[src/hdl/ciatk_pkg.sv]
`timescale 1ns / 1ps

package ciatk_pkg;

  localparam int KEY_COUNT   = 64;
  localparam int KEY_IDX_W   = $clog2(KEY_COUNT);
  localparam int WINDOW_SIZE = 16;
  localparam int WIN_IDX_W   = $clog2(WINDOW_SIZE);

  // Register window: dc00-dcff, aliased onto the low 16 bytes
  localparam logic [7:0]  WIN_PAGE = 8'hdc;
  localparam logic [11:0] WIN_BASE = 12'hdc0;

  typedef enum logic [1:0] {
    MODE_TICK  = 2'd0,
    MODE_READ  = 2'd1,
    MODE_WRITE = 2'd2,
    MODE_KEY   = 2'd3
  } mode_t;

  typedef enum logic [WIN_IDX_W-1:0] {
    OFF_PRA    = 4'h0,
    OFF_PRB    = 4'h1,
    OFF_DDRA   = 4'h2,
    OFF_DDRB   = 4'h3,
    OFF_TA_LO  = 4'h4,
    OFF_TA_HI  = 4'h5,
    OFF_TB_LO  = 4'h6,
    OFF_TB_HI  = 4'h7,
    OFF_TOD_10 = 4'h8,
    OFF_TOD_S  = 4'h9,
    OFF_TOD_M  = 4'ha,
    OFF_TOD_H  = 4'hb,
    OFF_SDR    = 4'hc,
    OFF_ICR    = 4'hd,
    OFF_CRA    = 4'he,
    OFF_CRB    = 4'hf
  } reg_off_t;

  // Control bits
  localparam int CR_START   = 0;
  localparam int CR_LOAD    = 4;
  localparam int ICR_SET    = 7;

  typedef struct packed {
    logic tick;
    logic wr_lo;
    logic wr_hi;
    logic wr_ctrl;
  } timer_ctl_t;

endpackage

[src/hdl/ciatk_timer.sv]
`timescale 1ns / 1ps

module ciatk_timer (
  input  logic                  clk,
  input  logic                  rst,
  input  ciatk_pkg::timer_ctl_t ctl,
  input  logic [7:0]            data,
  input  logic [31:0]           elapsed,
  input  logic                  cycle_mode,
  input  logic                  irq_enable,
  output logic [15:0]           count,
  output logic                  irq
);
  import ciatk_pkg::*;

  logic [15:0] reload;
  logic        run;
  logic [15:0] count_next;
  logic [15:0] reload_next;
  logic        run_next;
  logic        underflow;

  assign underflow = ({16'd0, count} <= elapsed);

  always_comb begin
    count_next  = count;
    reload_next = reload;
    run_next    = run;
    irq         = 1'b0;
    if (ctl.tick && run && cycle_mode) begin
      if (underflow) begin
        count_next = reload;
        irq        = irq_enable;
      end else begin
        count_next = count - elapsed[15:0];
      end
    end
    if (ctl.wr_lo) begin
      reload_next[7:0] = data;
    end
    if (ctl.wr_hi) begin
      reload_next[15:8] = data;
    end
    if (ctl.wr_ctrl) begin
      run_next = data[CR_START];
      // stopping drops the latch high byte
      if (!data[CR_START]) begin
        reload_next[15:8] = 8'h00;
      end
      if (data[CR_LOAD]) begin
        count_next = reload_next;
      end
    end
  end

  always_ff @(posedge clk) begin
    if (rst) begin
      count  <= '0;
      reload <= '0;
      run    <= 1'b0;
    end else begin
      count  <= count_next;
      reload <= reload_next;
      run    <= run_next;
    end
  end

endmodule

[src/hdl/ciatk_keys.sv]
`timescale 1ns / 1ps

module ciatk_keys (
  input  logic       clk,
  input  logic       rst,
  input  logic       key_event,
  input  logic [5:0] key_code,
  input  logic       key_pressed,
  input  logic [7:0] row_select,
  output logic [7:0] columns
);
  import ciatk_pkg::*;

  logic [KEY_COUNT-1:0] pressed_keys;
  logic [63:0]          matrix;
  logic [7:0]           acc;
  logic                 key_in_range;

  assign key_in_range = ({1'b0, key_code} < 7'(KEY_COUNT));

  always_ff @(posedge clk) begin
    if (rst) begin
      pressed_keys <= '0;
    end else if (key_event && key_in_range) begin
      pressed_keys[key_code[KEY_IDX_W-1:0]] <= key_pressed;
    end
  end

  assign matrix = 64'(pressed_keys);

  // A row is driven when its select bit is low; OR the driven rows, active low
  always_comb begin
    acc = 8'h00;
    for (int r = 0; r < 8; r++) begin
      if (!row_select[r]) begin
        acc = acc | matrix[r*8 +: 8];
      end
    end
    columns = ~acc;
  end

endmodule

[src/hdl/cia_timers_keyboard_port.sv]
`timescale 1ns / 1ps
// Timer and keyboard-port section of a 6526-style interface adapter.
// Pipeline: an item is held in the input register stage, then in the result register until it transfers.
// Throughput: one item per cycle; the only stall is back-pressure on the result register.
// Reset (rst, synchronous): timers stopped and zeroed, interrupts disabled, all keys released,
// cycle reference and window store cleared, both pipeline stages emptied.
module cia_timers_keyboard_port (
  input  logic        clk,
  input  logic        rst,
  // input stream
  input  logic        s_tvalid,
  output logic        s_tready,
  // [31:0] cycle_count, [47:32] address, [55:48] data_in, [61:56] key_code,
  // [62] key_pressed, [63] zero
  input  logic [63:0] s_tdata,
  // [1:0] mode
  input  logic [1:0]  s_tuser,
  // result stream
  output logic        m_tvalid,
  input  logic        m_tready,
  // [7:0] read_data, [8] irq_timer_a, [9] irq_timer_b, [10] forward_access,
  // [26:11] effective_address, [31:27] zero
  output logic [31:0] m_tdata
);
  import ciatk_pkg::*;

  // Input register stage
  logic        s1_valid;
  mode_t       s1_mode;
  logic [31:0] s1_cycle;
  logic [15:0] s1_address;
  logic [7:0]  s1_data;
  logic [5:0]  s1_key_code;
  logic        s1_key_pressed;

  logic        fire;

  // Block state outside the timers
  logic [31:0] last_cycle;
  logic        source_a;
  logic [1:0]  source_b;
  logic        enable_a;
  logic        enable_b;
  logic [7:0]  window [WINDOW_SIZE];

  // Decode
  logic                 in_window;
  reg_off_t             offset;
  logic                 is_tick;
  logic                 is_key;
  logic                 win_read;
  logic                 win_write;
  logic [31:0]          elapsed;
  timer_ctl_t           ctl_a;
  timer_ctl_t           ctl_b;
  logic [15:0]          count_a;
  logic [15:0]          count_b;
  logic                 irq_a;
  logic                 irq_b;
  logic [7:0]           columns;

  // Result assembly
  logic [7:0]  read_data;
  logic        forward_access;
  logic [15:0] effective_address;

  // Advance the input stage whenever the result register is free or draining
  assign fire     = s1_valid && (!m_tvalid || m_tready);
  assign s_tready = !s1_valid || fire;

  always_ff @(posedge clk) begin
    if (rst) begin
      s1_valid <= 1'b0;
    end else if (s_tready) begin
      s1_valid <= s_tvalid;
    end
  end

  always_ff @(posedge clk) begin
    if (s_tvalid && s_tready) begin
      s1_mode        <= mode_t'(s_tuser);
      s1_cycle       <= s_tdata[31:0];
      s1_address     <= s_tdata[47:32];
      s1_data        <= s_tdata[55:48];
      s1_key_code    <= s_tdata[61:56];
      s1_key_pressed <= s_tdata[62];
    end
  end

  assign in_window = (s1_address[15:8] == WIN_PAGE);
  assign offset    = reg_off_t'(s1_address[WIN_IDX_W-1:0]);
  assign is_tick   = fire && (s1_mode == MODE_TICK);
  assign is_key    = fire && (s1_mode == MODE_KEY);
  assign win_read  = (s1_mode == MODE_READ) && in_window;
  assign win_write = fire && (s1_mode == MODE_WRITE) && in_window;
  assign elapsed   = s1_cycle - last_cycle;

  always_comb begin
    ctl_a = '0;
    ctl_b = '0;
    ctl_a.tick    = is_tick;
    ctl_b.tick    = is_tick;
    ctl_a.wr_lo   = win_write && (offset == OFF_TA_LO);
    ctl_a.wr_hi   = win_write && (offset == OFF_TA_HI);
    ctl_a.wr_ctrl = win_write && (offset == OFF_CRA);
    ctl_b.wr_lo   = win_write && (offset == OFF_TB_LO);
    ctl_b.wr_hi   = win_write && (offset == OFF_TB_HI);
    ctl_b.wr_ctrl = win_write && (offset == OFF_CRB);
  end

  ciatk_timer u_timer_a (
    .clk       (clk),
    .rst       (rst),
    .ctl       (ctl_a),
    .data      (s1_data),
    .elapsed   (elapsed),
    .cycle_mode(source_a == 1'b0),
    .irq_enable(enable_a),
    .count     (count_a),
    .irq       (irq_a)
  );

  ciatk_timer u_timer_b (
    .clk       (clk),
    .rst       (rst),
    .ctl       (ctl_b),
    .data      (s1_data),
    .elapsed   (elapsed),
    .cycle_mode(source_b == 2'b00),
    .irq_enable(enable_b),
    .count     (count_b),
    .irq       (irq_b)
  );

  // Port B reads scan the key matrix with port A as the row drive
  ciatk_keys u_keys (
    .clk        (clk),
    .rst        (rst),
    .key_event  (is_key),
    .key_code   (s1_key_code),
    .key_pressed(s1_key_pressed),
    .row_select (window[OFF_PRA]),
    .columns    (columns)
  );

  // Cycle reference moves on every tick, running timers or not
  always_ff @(posedge clk) begin
    if (rst) begin
      last_cycle <= '0;
    end else if (is_tick) begin
      last_cycle <= s1_cycle;
    end
  end

  // Control bits held outside the timers: source selects and interrupt enables
  always_ff @(posedge clk) begin
    if (rst) begin
      source_a <= 1'b0;
      source_b <= 2'b00;
      enable_a <= 1'b0;
      enable_b <= 1'b0;
    end else if (win_write) begin
      if (offset == OFF_CRA) begin
        source_a <= s1_data[5];
      end
      if (offset == OFF_CRB) begin
        source_b <= s1_data[6:5];
      end
      // ICR write only touches the enables when the set bit is high
      if ((offset == OFF_ICR) && s1_data[ICR_SET]) begin
        enable_a <= s1_data[0];
        enable_b <= s1_data[1];
      end
    end
  end

  // Window store: the timer latch bytes bypass it, every other offset lands here
  always_ff @(posedge clk) begin
    if (rst) begin
      for (int i = 0; i < WINDOW_SIZE; i++) begin
        window[i] <= 8'h00;
      end
    end else if (win_write) begin
      if (!((offset == OFF_TA_LO) || (offset == OFF_TA_HI) ||
            (offset == OFF_TB_LO) || (offset == OFF_TB_HI))) begin
        window[offset] <= s1_data;
      end
    end
  end

  always_comb begin
    read_data         = 8'h00;
    forward_access    = 1'b0;
    effective_address = 16'h0000;
    if ((s1_mode == MODE_READ) || (s1_mode == MODE_WRITE)) begin
      if (in_window) begin
        effective_address = {WIN_BASE, offset};
      end else begin
        forward_access    = 1'b1;
        effective_address = s1_address;
      end
    end
    if (win_read) begin
      unique case (offset)
        OFF_PRB:   read_data = columns;
        OFF_TA_LO: read_data = count_a[7:0];
        OFF_TA_HI: read_data = count_a[15:8];
        OFF_TB_LO: read_data = count_b[7:0];
        OFF_TB_HI: read_data = count_b[15:8];
        default:   read_data = window[offset];
      endcase
    end
  end

  // Result register: load on each processed item, hold until the transfer
  always_ff @(posedge clk) begin
    if (rst) begin
      m_tvalid <= 1'b0;
    end else if (fire) begin
      m_tvalid <= 1'b1;
    end else if (m_tready) begin
      m_tvalid <= 1'b0;
    end
  end

  always_ff @(posedge clk) begin
    if (fire) begin
      m_tdata <= {5'b00000, effective_address, forward_access, irq_b, irq_a, read_data};
    end
  end

endmodule

[config.mk]
export PLATFORM = sky130hd
export DESIGN_NAME = cia_timers_keyboard_port
export DESIGN_NICKNAME = d
export VERILOG_FILES = /design/src/hdl/ciatk_pkg.sv /design/src/hdl/ciatk_timer.sv /design/src/hdl/ciatk_keys.sv /design/src/hdl/cia_timers_keyboard_port.sv
export SDC_FILE = /design/constraint.sdc
export NUM_CORES = 1
export LEC_CHECK = 0
export BUFFER_PORTS_ARGS = -buffer_cell sky130_fd_sc_hd__buf_2
export CAP_MARGIN = 10
export CORE_MARGIN = 2
export CORE_UTILIZATION = 38
export DETAILED_ROUTE_END_ITERATION = 8
export HOLD_SLACK_MARGIN = 0.05
export PLACE_DENSITY_LB_ADDON = 0.3
export RECOVER_POWER = 100
export SKIP_LAST_GASP = 1
export SYNTH_ARGS = -nofsm -noshare
export SYNTH_HDL_FRONTEND = slang
export SYNTH_SLANG_ARGS = --single-unit
[constraint.sdc]
create_clock -name clk -period 5.7 [get_ports clk]
set_input_delay 1.14 -clock clk [delete_from_list [all_inputs] [get_ports clk]]
set_output_delay 1.14 -clock clk [all_outputs]
set_load 0.01 [all_outputs]
* Yosys cells after proc, flatten, opt, wreduce, memory -nomap -nowiden
Memory sizes are Yosys's and may differ from the RTL's. A register that Yosys moved wholly into a read port is not among the register bits.
Cells that the tools add are included.
W data, S select, Z words.
** Storage, ports and cells
- Memories kept :: 1
- Bits in registers :: 261
- RAM bits :: 128
- Output and inout bits :: 34
- Logic and storage cells :: 134
** Cells by class
- Equal/unequal tests :: 12
- Bitwise logic cells :: 10
- $add $sub $neg :: 3
- Order comparisons :: 4
- Reductions and logical operators :: 37
- Muxes and demuxes :: 42
** Memories
- window :: words 16, bits a word 8, rd ports 2, clocked after Yosys merged registers in 1, write ports 16, RTL line cia_timers_keyboard_port.sv:44 : logic [7:0] window [WINDOW_SIZE];
** Operator list (count)
- $mux W16 :: 9
- $mux W8 :: 17
- $bwmux W64 :: 1
- $le A16 B32 Y1 :: 2
- $or A8 B8 Y8 :: 7
- $pmux W8 S5 :: 1
- $sub A16 B16 Y16 :: 2
- $sub A32 B32 Y32 :: 1
- $logic_and A1 B1 Y1 :: 19
- $eq A4 B3 Y1 const B :: 4
- $eq A4 B4 Y1 const B :: 3
- $mux W1 :: 11
- $reduce_and A2 Y1 :: 5
- $eq A8 B8 Y1 const B :: 1
- $mux W4 :: 2
- $not A8 Y8 :: 1
- $reduce_or A8 Y1 :: 1
- $lt A6 B7 Y1 const B :: 1
- $demux W1 S6 :: 1
- $ge A6 B1 Y1 const B :: 1
- $logic_or A1 B1 Y1 :: 6
- $eq A2 B2 Y1 const B :: 2
- $eq A4 B1 Y1 const B :: 1
- $logic_not A2 Y1 :: 2
- 5 further kinds :: 7

* Logic depth before layout (Yosys ltp)
An unclocked memory read counts as a cell.
- Depth after elaboration :: 18
- Depth in mapped cells :: 22

* Cells and area by module
A second synthesis with hierarchy kept.
** Unflattened totals
- Cells, all modules :: 2044
- Area, all modules :: 21105.2 sq um
** Modules (own cells, without submodules)
- cia_timers_keyboard_port :: area an instance 12673.4 sq um, seq. area each 7467.2 sq um, instances 1, cells each 1010
- ciatk_keys :: area an instance 3449.6 sq um, seq. area each 1281.2 sq um, instances 1, cells each 413
- ciatk_timer at u_timer_b :: area an instance 2632.5 sq um, seq. area each 660.6 sq um, instances 1, cells each 328
- ciatk_timer at u_timer_a :: area an instance 2349.8 sq um, seq. area each 660.6 sq um, instances 1, cells each 293

* Least setup slack after synthesis
OpenSTA, ideal clock, no wires.
- Kind :: register -> register
- From :: reg s1_cycle[0]
- To :: reg u_timer_b.count[14]
- Slack :: 1.294 ns
- Stages on the path, launching flop included :: 21
- Required time :: 5.567 ns
- Period minus slack after synthesis :: 4.406 ns
- Arrival time :: 4.274 ns
- Buffers on the path :: 1
- Path through :: edfxtp_1 -> inv_1 -> ha_1 -> inv_1 -> fa_1 -> a21o_1 -> a221oi_1 -> nor3b_1 -> nor3_1 -> xor2_1 -> ha_1 -> and2_1 -> o21ai_0 -> nor2b_1 -> o21ai_0 -> o2111ai_1 -> and3_1 -> nor3_4 -> buf_4 -> mux2i_1 -> a21oi_1
** On the way
- Cells in the longest elaborated chain, start to end :: 6
- Elaborated cells on any way between the ends :: 7
- Those cells by class :: add/sub (2); order compare (1); mux (4)
** Ends and longest elaborated chain
- from (decl) :: RTL line cia_timers_keyboard_port.sv:30 : logic [31:0] s1_cycle;
- from (signal assigned) :: RTL line cia_timers_keyboard_port.sv:82 : s1_cycle <= s_tdata[31:0];
- $sub A32 B32 Y32 (*) :: RTL line cia_timers_keyboard_port.sv:96 : assign elapsed = s1_cycle - last_cycle;
- $le A16 B32 Y1 or $sub A16 B16 Y16 (tied branches) :: RTL line ciatk_timer.sv:23, ciatk_timer.sv:35
- $mux W16 (*) :: RTL line ciatk_timer.sv:31 : if (underflow) begin
- $mux W16 (*) :: RTL line ciatk_timer.sv:30 : if (ctl.tick && run && cycle_mode) begin
- $mux W16 :: RTL line ciatk_timer.sv:50 : if (data[CR_LOAD]) begin
- $mux W16 (*) :: RTL line ciatk_timer.sv:44 : if (ctl.wr_ctrl) begin
- to (signal assigned) :: RTL line ciatk_timer.sv:62 : count <= count_next;
- to (decl) :: RTL line ciatk_timer.sv:11 : output logic [15:0] count,
Mark *: on every way between the ends. The rest lies on a longest branch, timed or not.
A chain may end at the register's enable or synchronous reset.

==> results.txt <==
- Number of setup buffers added after CTS: 0
- Unrepaired setup endpoints after global routing: false
- Top_reg_cell synth: sky130_fd_sc_hd__edfxtp_1
- In this run, distinct cell masters in the synthesized netlist total 76.
- The floorplan step defined a die boundary enclosing 56100 sq um.
* Static leakage power: 7.97 nW
- The checks that failed: max-capacitance violations, max-slew violations.
* TritonCTS clock tree: built
* Final period demand of the worst path: 5230 ps
- Number of instances in the synthesized netlist: 2095
* Post-synthesis average cell area: 9.83 sq um
- In this run, post-CTS repair resized a total of 0 instances.
* R2R setup slack: 570 ps
- The worst setup path is launched from a primary input.
- For this design the top-level I/O count stands at 104.
* CP Data Required Time: 5930 ps
- Max-Slew Margin vs Limit: -0.218
* Die width: 237 microns
- Total wirelength of the detailed-routed design: 56500 microns
- Number of hold violations in the final report: 0
- Number of synthesized flops with an enable pin: 220
- In this run the tool buffered the top-level ports with 97 buffer cells.
- The worst hold path passes through 2 cells.
- Clock-pin slew on the worst setup and hold paths: 60 ps
- The run finished, with violations left.
- sky130_fd_sc_hd__edfxtp_1 takes more of the synthesized area than any other cell.
- Of the post-synthesis cell area, the dominant cell type holds 0.321.
* Hold Path Sink: last_cycle[2]
- Seq/Total Area, Yosys: 0.489
* Fin Setup TNS: 0 ps
- For this run, the total global-route usage over all layers was measured as 0.199.
- Depth of the CTS H-tree: 2
- The count of final max-slew check failures is 85.
- In the post-synthesis netlist, the cell with the most instances is sky130_fd_sc_hd__nand2_1.
- After floorplanning, the core was divided into 85 placement rows.
- The initial antenna violation count is 3.
- Setup violations remaining at the end of the flow were counted as 0.
- Total power for the finished layout comes to 6.69 mW.
- Worst-case clock skew: 25.7 ps
* Ranking of synthesized cells by instance count: sky130_fd_sc_hd__nand2_1 (224), sky130_fd_sc_hd__edfxtp_1 (220), sky130_fd_sc_hd__a21oi_1 (184)
- Final worst-path setup slack: 473 ps
* Count of hold buffers inserted by post-cts repair: 0
- Cell at the root of the clock tree: sky130_fd_sc_hd__clkbuf_16
* Synth warnings: 0
- Biggest fanout along the worst timing path: 18
- Of the cells placed in the final design, the portion with a size suffix greater than 1 is 0.101.
* FF+latch count, synth: 393
* Signed area change from the synthesized netlist to the final layout: 12.3%
- The startpoint identified for the worst register-to-register timing path is s1_cycle[0].
- Number of clock sinks: 393
- Violation count after the first detailed-route iteration: 1371
- The worst register-to-register path has a depth of 23.
- Vias in the first global route: 15600
- Final #Nets: 2300
- Worst vdd ir: 0.220 mV
* DR pass1 iterations: 5
- Gpl congestion: 0.879
* RR Endpoint: u_timer_b.count[8]
- Syn Std Cell Area: 20600 sq um
- Antenna-violating nets left: 0
- The floorplan step defined a core boundary enclosing 53700 sq um.
- Clock latency at the later pin of the worst-skew pair: 610 ps
- For the worst setup path, the data arrival time is 5460 ps.
* Total number of vias: 16000
* Post-synthesis async set-or-reset flop share: 0
- The critical path is of the in2reg type.
- Congestion Overflow GR: 0
- Entering global routing, the biggest net connects 100 pins.
- The die is 237 microns tall.
- For this run, design rule violations remaining after detail routing come to 0.
- Top cells by area in the synthesized netlist: sky130_fd_sc_hd__edfxtp_1 (32%), sky130_fd_sc_hd__dfxtp_1 (17%), sky130_fd_sc_hd__mux4_2 (5.3%), sky130_fd_sc_hd__a21oi_1 (4.5%), sky130_fd_sc_hd__nand2_1 (4.1%)
- Global-route wire length before repair: 87500 microns
- In this run the power density over the cells is 289 nW/um^2.
- Routed via count divided by cell count: 5.53
* Number of max-cap violations: 3
* Post-Place Setup Slack: 658 ps
- Routed wirelength normalized by instance count: 19.5 microns
* Critical Path End Type: flop
* Classification of the worst-slack hold path: reg2reg
- Worst hold start: last_cycle[2]
- Fmax: 0.191 GHz
- The number of clock buffers added by TritonCTS is 43.
- Post-detailed-placement half-perimeter wirelength: 38800 microns
* Slew at the pin closest to its max-slew limit: 1830 ps
- Counting the fill cells in the layout gives 5113.
* Maximum clock insertion buffer count: 3
- For this configuration, the core starts out at a cell density of 0.383.
- Final period util: 0.917
==> worst max path at each step <==
stage,startpoint,to,slack [ps]
2_1_floorplan,s1_cycle[0],u_timer_b.count[14],1290
3_3_place_gp,s1_cycle[0],u_timer_b.count[5],720
3_5_place_dp,s1_cycle[0],u_timer_b.count[5],660
4_1_cts,s1_cycle[0],u_timer_b.count[8],640
5_1_grt,s1_cycle[0],u_timer_b.count[7],200
6_report,m_tready,window[12][6],470
==> power breakdown <==
part	total, mW	switching (mW)	internal (mW)
Combinational	0.693	0.433	0.261
Sequential	3.17	0.0806	3.09
Clock	2.83	1.20	1.63
Total	6.69	1.72	4.97
==> layer usage <==
layer	wire length (microns)	global-route usage
met1	25000	0.269
met2	26400	0.322
met3	3540	0.0361
met4	1480	0.0652
met5	17	0
==> per-stage QoR <==
step	hold slack, ps	utilization	std cells	area (sq um)
final	453	0.430	2898	23100
after global routing	466	0.430	2896	23100
after CTS	456	0.432	2894	23200
after detailed placement	447	0.405	2814	21800
after global placement	442	0.405	2814	21800
after floorplan	432	-	2131	20700
==> area by class of cell <==
| cell class | count | area [sq um] | area share |
|---|---|---|---|
| Antenna cell | 3 | 7.51 | 0.000325 |
| Clock buffer | 60 | 1230 | 0.0533 |
| Clock inverter | 20 | 219 | 0.00947 |
| Inverter | 120 | 450 | 0.0195 |
| Multi-Input combinational cell | 1480 | 9660 | 0.418 |
| Sequential cell | 393 | 10100 | 0.436 |
| Tap cell | 696 | 871 | 0.0377 |
| Timing Repair Buffer | 126 | 609 | 0.0264 |
==> flip-flops by register name, indices dropped and copies added, names as in the netlist, named ones only <==
| signal | flops |
|---|---|
| s1_mode | 2 |
| u_timer_a.count | 16 |
| u_timer_b.run | 1 |
| s1_cycle | 32 |
| s1_address | 16 |
| window | 128 |
| u_timer_a.run | 1 |
| source_a | 1 |
| s1_key_code | 6 |
| enable_a | 1 |
| last_cycle | 32 |
| source_b | 2 |
| m_tvalid | 1 |
| s1_valid | 1 |
| u_timer_a.reload | 16 |
| u_timer_b.reload | 16 |
| u_keys.matrix | 64 |
| u_timer_b.count | 16 |
| s1_key_pressed | 1 |
| m_tdata | 27 |
| s1_data | 8 |
| enable_b | 1 |
==> placed cells by master, fill, tap and decap left out, types with 37 or more instances in the layout <==
master / instances
sky130_fd_sc_hd__nor2_1: 176
sky130_fd_sc_hd__inv_1: 120
sky130_fd_sc_hd__and2_1: 48
sky130_fd_sc_hd__clkbuf_16: 45
sky130_fd_sc_hd__edfxtp_1: 220
sky130_fd_sc_hd__buf_2: 63
sky130_fd_sc_hd__clkbuf_1: 58
sky130_fd_sc_hd__nand2_1: 224
sky130_fd_sc_hd__and2_0: 69
sky130_fd_sc_hd__conb_1: 37
sky130_fd_sc_hd__o21ai_0: 119
sky130_fd_sc_hd__ha_1: 63
sky130_fd_sc_hd__mux4_2: 48
sky130_fd_sc_hd__dfxtp_1: 171
sky130_fd_sc_hd__a21oi_1: 184
sky130_fd_sc_hd__mux2i_1: 52
==> cell families (layout without fill, tap and decap cells) <==
group	Yosys count	count (layout)	share of synthesized area
fa+ha+maj	70	70	0.0432
simple gates	725	725	0.172
flops	393	393	0.489
mux	107	107	0.0818
buf+inv	258	326	0.0482
other cells	1	40	0.000182
xor+xnor	38	38	0.0162
compound gates	503	503	0.149
==> worst max-delay path: stages <==
cell and delay (ps):
sky130_fd_sc_hd__buf_2 70, sky130_fd_sc_hd__nor2b_1 70, sky130_fd_sc_hd__nor2b_1 1170, sky130_fd_sc_hd__clkbuf_1 780, sky130_fd_sc_hd__nand3_1 350, sky130_fd_sc_hd__nor3_1 220
sky130_fd_sc_hd__clkbuf_1 420, sky130_fd_sc_hd__nor3b_1 260, sky130_fd_sc_hd__clkbuf_1 370, sky130_fd_sc_hd__or2_0 600
Note: power is estimated with default switching activity, not from simulation.
